### src/rtl/upd_pkg.sv
// Shared types, constants and helper functions of the URL percent decoder.
`timescale 1ns / 1ps

package upd_pkg;

    localparam logic [7:0] CHAR_QUERY   = 8'h3F; // '?'
    localparam logic [7:0] CHAR_PLUS    = 8'h2B; // '+'
    localparam logic [7:0] CHAR_PERCENT = 8'h25; // '%'
    localparam logic [7:0] CHAR_AT      = 8'h40; // '@'
    localparam logic [7:0] CHAR_SPACE   = 8'h20; // ' '
    localparam logic [7:0] CHAR_ZERO    = 8'h30; // '0'
    localparam logic [7:0] NIBBLE_MASK  = 8'h0F;
    localparam logic [7:0] ALPHA_ADJUST = 8'h09;

    localparam int MAX_RESULTS = 3;

    typedef enum logic [1:0] {
        ESC_IDLE,
        ESC_PERCENT,
        ESC_DIGIT
    } upd_esc_t;

    typedef struct packed {
        logic [7:0] in_byte;
        logic       last_byte;
    } upd_in_t;

    typedef struct packed {
        logic [7:0] out_byte;
        logic       has_byte;
        logic       in_query;
        logic       end_of_string;
    } upd_out_t;

    // Up to three results produced by one input byte, slot 0 delivered first.
    typedef struct packed {
        logic [1:0]                    count;
        upd_out_t [MAX_RESULTS-1:0]    slot;
    } upd_batch_t;

    function automatic logic is_hex(input logic [7:0] c);
        return ((c >= 8'h30) && (c <= 8'h39)) ||
               ((c >= 8'h61) && (c <= 8'h66)) ||
               ((c >= 8'h41) && (c <= 8'h46));
    endfunction

    function automatic logic [3:0] hex_value(input logic [7:0] c);
        logic [7:0] v;
        if (c < CHAR_AT) begin
            v = (c - CHAR_ZERO) & NIBBLE_MASK;
        end else begin
            v = ((c & NIBBLE_MASK) + ALPHA_ADJUST) & NIBBLE_MASK;
        end
        return v[3:0];
    endfunction

endpackage

### src/rtl/upd_decode.sv
// Escape state and single-pass decode of one byte into a batch of results.
`timescale 1ns / 1ps

module upd_decode (
    input  logic               clk,
    input  logic               rst_n,
    input  logic               consume,
    input  upd_pkg::upd_in_t   item,
    input  logic               split_mode,
    output upd_pkg::upd_batch_t batch
);

    upd_pkg::upd_esc_t phase_reg, phase_next;
    logic [7:0]        held_reg, held_next;
    logic              query_reg, query_next;

    // Shared intermediate values of one step.
    logic              hex;
    logic              plain_active;
    logic              plain_emit;
    logic [7:0]        plain_val;
    logic              plain_sets_query;
    logic              plain_sets_pct;
    upd_pkg::upd_esc_t phase_after;
    logic [7:0]        held_after;
    logic              query_after;

    always_comb
    begin
        hex              = upd_pkg::is_hex(item.in_byte);
        plain_active     = !(((phase_reg == upd_pkg::ESC_PERCENT) ||
                              (phase_reg == upd_pkg::ESC_DIGIT)) && hex);
        plain_emit       = 1'b0;
        plain_val        = item.in_byte;
        plain_sets_query = 1'b0;
        plain_sets_pct   = 1'b0;
        if (split_mode && !query_reg && (item.in_byte == upd_pkg::CHAR_QUERY)) begin
            plain_sets_query = 1'b1;
        end else if ((item.in_byte == upd_pkg::CHAR_PLUS) && (query_reg || !split_mode)) begin
            plain_emit = 1'b1;
            plain_val  = upd_pkg::CHAR_SPACE;
        end else if (item.in_byte == upd_pkg::CHAR_PERCENT) begin
            plain_sets_pct = 1'b1;
        end else begin
            plain_emit = 1'b1;
        end

        if ((phase_reg == upd_pkg::ESC_PERCENT) && hex) begin
            phase_after = upd_pkg::ESC_DIGIT;
            held_after  = item.in_byte;
        end else begin
            phase_after = (plain_active && plain_sets_pct) ? upd_pkg::ESC_PERCENT
                                                           : upd_pkg::ESC_IDLE;
            held_after  = held_reg;
        end
        query_after = query_reg | (plain_active & plain_sets_query);
    end

    // Result batch.
    always_comb
    begin
        logic [1:0] n;
        logic       q0;
        upd_pkg::upd_out_t [upd_pkg::MAX_RESULTS-1:0] slot;
        n    = 2'd0;
        q0   = query_reg & split_mode;
        slot = '0;

        if ((phase_reg == upd_pkg::ESC_DIGIT) && hex) begin
            slot[n] = '{out_byte: {upd_pkg::hex_value(held_reg),
                                   upd_pkg::hex_value(item.in_byte)},
                        has_byte: 1'b1, in_query: q0, end_of_string: 1'b0};
            n = n + 2'd1;
        end else if (((phase_reg == upd_pkg::ESC_PERCENT) ||
                      (phase_reg == upd_pkg::ESC_DIGIT)) && !hex) begin
            // A broken escape goes out literally before the byte itself.
            slot[n] = '{out_byte: upd_pkg::CHAR_PERCENT, has_byte: 1'b1,
                        in_query: q0, end_of_string: 1'b0};
            n = n + 2'd1;
            if (phase_reg == upd_pkg::ESC_DIGIT) begin
                slot[n] = '{out_byte: held_reg, has_byte: 1'b1,
                            in_query: q0, end_of_string: 1'b0};
                n = n + 2'd1;
            end
        end

        if (plain_active && plain_emit) begin
            slot[n] = '{out_byte: plain_val, has_byte: 1'b1,
                        in_query: q0, end_of_string: 1'b0};
            n = n + 2'd1;
        end

        if (item.last_byte) begin
            if ((phase_after == upd_pkg::ESC_PERCENT) ||
                (phase_after == upd_pkg::ESC_DIGIT)) begin
                slot[n] = '{out_byte: upd_pkg::CHAR_PERCENT, has_byte: 1'b1,
                            in_query: q0, end_of_string: 1'b0};
                n = n + 2'd1;
            end
            if (phase_after == upd_pkg::ESC_DIGIT) begin
                slot[n] = '{out_byte: held_after, has_byte: 1'b1,
                            in_query: q0, end_of_string: 1'b0};
                n = n + 2'd1;
            end
            if (n == 2'd0) begin
                // Nothing came out of the final byte: send a bare end marker.
                slot[n] = '{out_byte: 8'h00, has_byte: 1'b0,
                            in_query: query_after & split_mode, end_of_string: 1'b0};
                n = n + 2'd1;
            end
            slot[n - 2'd1].end_of_string = 1'b1;
        end

        batch.count = n;
        batch.slot  = slot;
    end

    // Next state.
    always_comb
    begin
        if (item.last_byte) begin
            phase_next = upd_pkg::ESC_IDLE;
            held_next  = 8'h00;
            query_next = 1'b0;
        end else begin
            phase_next = phase_after;
            held_next  = held_after;
            query_next = query_after;
        end
    end

    always_ff @(posedge clk or negedge rst_n)
    begin
        if (!rst_n) begin
            phase_reg <= upd_pkg::ESC_IDLE;
            held_reg  <= 8'h00;
            query_reg <= 1'b0;
        end else if (consume) begin
            phase_reg <= phase_next;
            held_reg  <= held_next;
            query_reg <= query_next;
        end
    end

endmodule

### src/rtl/upd_result_queue.sv
// Three-slot result register that delivers a batch one transfer at a time.
`timescale 1ns / 1ps

module upd_result_queue (
    input  logic                clk,
    input  logic                rst_n,
    input  logic                load,
    input  upd_pkg::upd_batch_t batch,
    output logic                can_load,
    output logic                result_valid,
    input  logic                result_stall,
    output upd_pkg::upd_out_t   result
);

    logic [1:0]        count_reg;
    upd_pkg::upd_out_t slot0_reg, slot1_reg, slot2_reg;
    logic              fire;

    assign result_valid = (count_reg != 2'd0);
    assign result       = slot0_reg;
    assign fire         = result_valid && !result_stall;
    // A new batch may enter when empty or as the last result leaves.
    assign can_load     = (count_reg == 2'd0) || ((count_reg == 2'd1) && fire);

    always_ff @(posedge clk or negedge rst_n)
    begin
        if (!rst_n) begin
            count_reg <= 2'd0;
        end else if (load) begin
            count_reg <= batch.count;
        end else if (fire) begin
            count_reg <= count_reg - 2'd1;
        end
    end

    always_ff @(posedge clk)
    begin
        if (load) begin
            slot0_reg <= batch.slot[0];
            slot1_reg <= batch.slot[1];
            slot2_reg <= batch.slot[2];
        end else if (fire) begin
            slot0_reg <= slot1_reg;
            slot1_reg <= slot2_reg;
        end
    end

endmodule

### src/rtl/url_percent_decoder_query_split_unit.sv
// Top level of the streaming URL percent decoder with path/query split.
//
//   channel  direction  payload              handshake
//   item     in         upd_in_t             item_valid / item_stall
//   result   out        upd_out_t            result_valid / result_stall
//   cfg      in         split_query_mode     cfg_wen / cfg_wdata
//
// One byte is taken per cycle when the result register can take its batch; its results
// pass through the input register and then the result register. A byte yielding two or
// three results holds the input; results drain one transfer per cycle when not stalled.
// Reset clears the escape state, the query flag and both valid registers,
// and sets split mode. A stalled result stalls the input register behind it.
`timescale 1ns / 1ps

module url_percent_decoder_query_split_unit (
    input  logic              clk,
    input  logic              rst_n,
    input  logic              item_valid,
    output logic              item_stall,
    input  upd_pkg::upd_in_t  item,
    output logic              result_valid,
    input  logic              result_stall,
    output upd_pkg::upd_out_t result,
    input  logic              cfg_wen,
    input  logic              cfg_wdata
);

    logic                in_vld_reg, in_vld_next;
    upd_pkg::upd_in_t    in_item_reg;
    logic                split_mode_reg;
    logic                consume;
    logic                can_load;
    upd_pkg::upd_batch_t batch;

    assign consume    = in_vld_reg && can_load;
    assign item_stall = in_vld_reg && !can_load;

    always_comb
    begin
        if (item_valid && !item_stall)
        begin
            in_vld_next = 1'b1;
        end
        else if (consume)
        begin
            in_vld_next = 1'b0;
        end
        else
        begin
            in_vld_next = in_vld_reg;
        end
    end

    always_ff @(posedge clk or negedge rst_n)
    begin
        if (!rst_n)
        begin
            in_vld_reg     <= 1'b0;
            split_mode_reg <= 1'b1;
        end
        else
        begin
            in_vld_reg <= in_vld_next;
            if (cfg_wen)
            begin
                split_mode_reg <= cfg_wdata;
            end
        end
    end

    always_ff @(posedge clk)
    begin
        if (item_valid && !item_stall)
        begin
            in_item_reg <= item;
        end
    end

    upd_decode u_decode (
        .clk        (clk),
        .rst_n      (rst_n),
        .consume    (consume),
        .item       (in_item_reg),
        .split_mode (split_mode_reg),
        .batch      (batch)
    );

    upd_result_queue u_queue (
        .clk          (clk),
        .rst_n        (rst_n),
        .load         (consume),
        .batch        (batch),
        .can_load     (can_load),
        .result_valid (result_valid),
        .result_stall (result_stall),
        .result       (result)
    );

endmodule

### config.mk
export PLATFORM = sky130hd
export DESIGN_NAME = url_percent_decoder_query_split_unit
export DESIGN_NICKNAME = d
export VERILOG_FILES = /design/src/rtl/upd_pkg.sv /design/src/rtl/upd_decode.sv /design/src/rtl/upd_result_queue.sv /design/src/rtl/url_percent_decoder_query_split_unit.sv
export SDC_FILE = /design/constraint.sdc
export NUM_CORES = 1
export LEC_CHECK = 0
export BUFFER_PORTS_ARGS = -buffer_cell sky130_fd_sc_hd__buf_2
export CAP_MARGIN = 30
export CORE_ASPECT_RATIO = 1.25
export CORE_MARGIN = 1.5
export CORE_UTILIZATION = 60
export CTS_CLUSTER_DIAMETER = 150
export DETAILED_ROUTE_END_ITERATION = 8
export PLACE_DENSITY_LB_ADDON = 0.08
export RECOVER_POWER = 100
export SYNTH_ARGS = -nofsm -noshare
export SYNTH_HDL_FRONTEND = slang
export SYNTH_HIERARCHICAL = 1
export SYNTH_SLANG_ARGS = --single-unit
### constraint.sdc
create_clock -name clk -period 8.69 [get_ports clk]
set_input_delay 0.4345 -clock clk [delete_from_list [all_inputs] [get_ports clk]]
set_output_delay 0.4345 -clock clk [all_outputs]
set_load 0.03 [all_outputs]
**After elaboration in Yosys (flattened, before gate mapping)**

Cells that the tools add are included.

- Output and inout port bits: 13
- Bits of input ports: 15
- Register bits: 57

- Equal/unequal tests: 8
- Add/sub/neg operators: 10
- Bitwise gates (word level): 4
- Mux-type cells: 63
- $lt $le $gt $ge: 18
- Reduce and logical (&&, ||, !) cells: 40

Operators by type and width:

| operator | number |
|---|---|
| $mux 33 | 8 |
| $bwmux 33 | 5 |
| $mux 11 | 11 |
| $demux 11 s2 | 5 |
| $mux 8 | 4 |
| $mux 2 | 15 |
| $eq 8x6->1 const B | 3 |
| $logic_and 1x1->1 | 22 |
| $mux 22 | 1 |
| $ge 8x7->1 const B | 2 |
| $le 8x7->1 const B | 2 |
| $lt 8x7->1 const B | 2 |
| $lt 2x3->1 const B | 5 |
| $mux 1 | 12 |
| $ge 2x1->1 const B | 5 |
| $add 2x1->2 const B | 4 |
| $add 4x4->4 const B | 2 |
| $ge 8x6->1 const B | 1 |
| $le 8x6->1 const B | 1 |
| $mux 4 | 2 |
| $sub 4x1->4 const B | 2 |
| $logic_not 1->1 | 7 |
| $eq 2x1->1 const B | 3 |
| $logic_or 1x1->1 | 6 |
| 6 further kinds | 13 |

**Depth between registers and ports, before layout**

- Depth in word-level cells: 27
- Mapped depth: 22
- Depth with buffers taken out: 21

**Modules after synthesis**

Netlist, hierarchy kept.

By module, submodules not included:

| module | sequential area each (um2) | area an instance (um2) | times used | cells an instance |
|---|---|---|---|---|
| upd_decode | 275.3 | 1878.1 | 1 | 254 |
| upd_result_queue | 1041.0 | 1418.9 | 1 | 76 |
| url_percent_decoder_query_split_unit | 321.6 | 372.9 | 1 | 17 |

**Least setup slack after synthesis**

OpenSTA, ideal clock, no wires.

- Kind: register to register
- Start: reg in_item_reg[1] (netlist bit)
- End: reg u_queue.slot0_reg, in the netlist u_queue/result[4] (data pin)
- Clock period less this slack: 4.549 ns
- Stages on the path, launching flop included: 21
- Library setup time: 0.130 ns
- Data arrival time: 4.419 ns
- Slack: 4.141 ns
- Path through: edfxtp_1 > clkbuf_8 > inv_1 > ha_1 > nor3b_1 > nor4_1 > nor3_1 > a22o_1 > inv_1 > ha_1 > o21a_1 > ha_1 > a22o_1 > a21oi_1 > inv_1 > ha_1 > a31oi_1 > a21oi_1 > o32a_1 > o32ai_1 > mux2_2

RTL lines:

| element | line | source |
|---|---|---|
| from (decl) | url_percent_decoder_query_split_unit.sv:29 | `upd_pkg::upd_in_t in_item_reg;` |
| from (signal assigned) | url_percent_decoder_query_split_unit.sv:75 | `in_item_reg <= item;` |
| to (signal assigned) | upd_result_queue.sv:39 | `slot0_reg <= batch.slot[0];` |
| to (signal assigned) | upd_result_queue.sv:43 | `slot0_reg <= slot1_reg;` |
| to (decl) | upd_result_queue.sv:16 | `upd_pkg::upd_out_t slot0_reg, slot1_reg, slot2_reg;` |

==> run summary <==
## Yosys
• **area fraction of the dominant cell type after synthesis** 34.4%
• **post-synthesis cell count** 347
• **dominant cells by area after synthesis** edfxtp_1 (34%), dfrtp_1 (9.5%), mux2_2 (7.1%)
• **mapped cell area** 0.00367 mm2
• **leading cell types by count after synthesis** edfxtp_1 (42), inv_1 (28), mux2_2 (23), nor2_1 (22), ha_1 (18)
• **yosys warns** 6
• **cell type with the highest aggregate area in the netlist** edfxtp_1
• **flops & latches, synth** 57
• **number of different library cells in the post-synthesis netlist** 73
• **synthesized net count** 380
• **most instantiated library cell after synthesis** edfxtp_1
• **Seq/Total Area, Yosys** 44.6%
• **synthesized area per cell** 10.6 um2
• **number of synthesized flops with an enable pin** 42
• **top_reg_cell synth** edfxtp_1
• **FFs w/ async S/R, synth** 26.3%

## STA
• **sum of negative setup slack** 0 ps
• **final clock skew** 10.9 ps
• **Final setup violation count** 0
• **fin crit share** 69.3%
• **Max Slew Vio Count** 79
• **final worst slack** 2670 ps
• **Max transition margin** -73.8%
• **final hold violation count** 0
• **slew at the pin closest to its max-slew limit** 2610 ps
• **final critical path time including I/O delays and setup** 6020 ps
• **setup repair after global routing missed its margin** no
• **peak clock frequency supported by timing** 166 MHz

## Finish
• **Inserted Diodes** 0
• **Layout Utilization** 67.9%
• **multi-input gate area in the final layout** 0.00183 mm2
• **share of layout cells above drive strength 1** 18.6%
• **signed area change from the synthesized netlist to the final layout** 8.42%
• **Non-Filler Cell Area, Final** 0.00398 mm2
• **Storage cell area** 0.00164 mm2
• **count of fill cells added during filler insertion** 465
• **NumNets Final** 405

## Power
• **portion of total power attributed to the clock network** 18.3%
• **internal portion of total power** 710 uW
• **switch share** 38.4%
• **sequential fraction of design power** 44.7%
• **net load switching power** 442 uW
• **Pleak** 1.53 nW
• **pwr/cell area** 290 mW/mm2
• **Combinational Power Share** 37.0%
• **Max rail drop VDD** 0.000235 V

## Global routing
• **pin count of the biggest net entering global routing** 56
• **number of global-route vias before repair** 2766
• **total gr overflow** 0
• **global-route total usage across every layer** 29.2%
• **first-pass GRT wire length** 14200 um
• **initial antenna violation count** 0

## Clock tree
• **clock tree sinks** 57
• **Post-CTS Resized** 0
• **clock latency at the later pin of the worst-skew pair** 350 ps
• **total of hold buffers inserted after clock tree synthesis** 0
• **Root Driver** clkbuf_8
• **number of buffers between clock root and the deepest sink** 2
• **CTS tree** yes
• **clock transition time at the flip-flop clock pins of the worst setup and hold paths** 70 ps
• **# Post-CTS Setup Buffers** 0
• **Num CTS Buffers** 9
• **depth of the CTS H-tree** 3

## Placed design
• **final weighted congestion in routability-driven placement** 0.979
• **setup slack after placement** 2830 ps
• **standard cell area after detailed placement** 0.00384 mm2
• **HPWL after detailed placement** 6420 um
• **number of I/O port buffers** 27

## Drt
• **WL final** 9050 um
• **TritonRoute pass-1 iters** 5
• **detailed router's first-iteration violation count** 319
• **drt wl/cell** 19.7 um
• **final antenna-violating net count** 0
• **DR DRC count** 0
• **drt via density** 6.42
• **vias** 2948

## Floorplan
• **Placement Rows** 31
• **Die Width** 73.0 um
• **Top-Level Pins** 28
• **total die area** 0.00660 mm2
• **die height** 90.4 um
• **Initial Util** 62.7%
• **core area** 0.00586 mm2

## Status
• **outcome** complete, but fails checks
• **violations in the final reports** capacitance limit, slew limit

## Critical path
• **top fanout value on the critical path** 15
• **critical path class** reg -> reg
• **startpoint kind of the worst setup timing path** flip-flop
• **signal arrival time at the worst endpoint** 6230 ps
• **category of the worst setup path capture point** flip-flop
• **library cell appearing most often on the critical path** ha_1
• **Critical Path, Cell by Cell** inv_1 > ha_1 > nor3b_1 > nor4_1 > nor3_1 > a22o_1 > inv_1 > ha_1 > o21a_1 > ha_1 > a22o_1 > a21oi_1 > inv_1 > ha_1 > a31oi_1 > nor2_1 > a311oi_1 > o21ai_0 > o21ai_0 > mux2_1
• **data required time of the critical path** 8900 ps
• **slowest stage cell on the critical path** nor3_1
• **Max stage delay on crit path** 830 ps

## Worst hold path
• **min-delay worst type** in -> async

## Flow run
• **total of max-cap violations** 2

[path summary, 6_finish.rpt]
path | startpoint | end | slack (ps) | cells after the start
hold reg to reg | in_vld_reg | in_vld_reg | 530 | 2
setup / recovery | in_item_reg[2] | u_queue/result[6] | 2670 | 20
setup reg to reg | in_item_reg[2] | u_queue/result[6] | 2670 | 20
max in group asynchronous | rst_n | u_decode/held_reg[1] | 7910 | 1
hold / removal | rst_n | u_queue/count_reg[1] | 190 | 1
min in group clk | item[5] | in_item_reg[5] | 260 | 1
[layout by cell type (no fill, tap or decap), types with 3 or more instances in the layout]
cell type,instances
edfxtp_1,42
inv_1,28
nor2_1,23
mux2_2,21
o21ai_0,18
ha_1,18
a21oi_1,17
nand2_1,16
clkbuf_1,15
dfrtp_1,14
buf_2,13
o22ai_1,11
a22oi_1,10
clkbuf_8,9
xnor2_1,7
nand3_1,7
a211oi_1,6
nor3_1,6
a22o_1,5
nand2b_1,4
and2_0,4
clkinvlp_4,4
nor4_1,4
and2_1,4
o211ai_1,4
o21bai_1,3
[critical path, delay by kind of cell, from the launching register on]
family	cells	cell delay [ps]
DFF	1	480
adders and majority gates	4	1190
AOI/OAI and AO/OA	8	2040
buffers and inverters	3	440
and+or+nand+nor	4	1550
muxes	1	190
[area by class of cell]
class | count | area share, %
Inverter | 28 | 2.64
Timing Repair Buffer | 30 | 3.43
Clock inverter | 7 | 1.19
Multi-Input combinational cell | 246 | 45.9
Sequential cell | 57 | 41.2
Tap cell | 82 | 2.58
Clock buffer | 9 | 3.11
[kinds of logic after synthesis]
group | after synthesis | share of synthesized area (%)
fa+ha+maj | 18 | 6.14
flops | 57 | 44.6
simple gates | 93 | 14.5
buf+inv | 44 | 5.25
compound gates | 101 | 19.6
mux | 25 | 7.74
xor+xnor | 9 | 2.15
[per-layer routing]
| metal | global-route usage (%) | vias to the layer above | wire, um |
|---|---|---|---|
| met5 | 0 | - | 0 |
| met4 | 13.2 | 0 | 225 |
| met3 | 5.47 | 19 | 590 |
| met2 | 46.3 | 136 | 4380 |
| met1 | 38.2 | 1434 | 3850 |
| li1 | - | 1359 | - |
[through the flow]
step	hold WS [ps]	cells	power (mW)
final	194	459	1.15
after global routing	250	459	1.22
after CTS	6.30	459	1.17
after detailed placement	380	443	0.953
after global placement	373	443	0.939
after floorplan	139	347	0.844
[power by group through the flow]
stage	combinational (mW)	sequential [mW]	clock [mW]
floorplan	0.299	0.545	0
CTS	0.438	0.512	0.216
global placement	0.428	0.510	0
global route	0.465	0.528	0.226
finish	0.426	0.515	0.211
detailed placement	0.436	0.517	0
(Power assumes the default switching activity.)
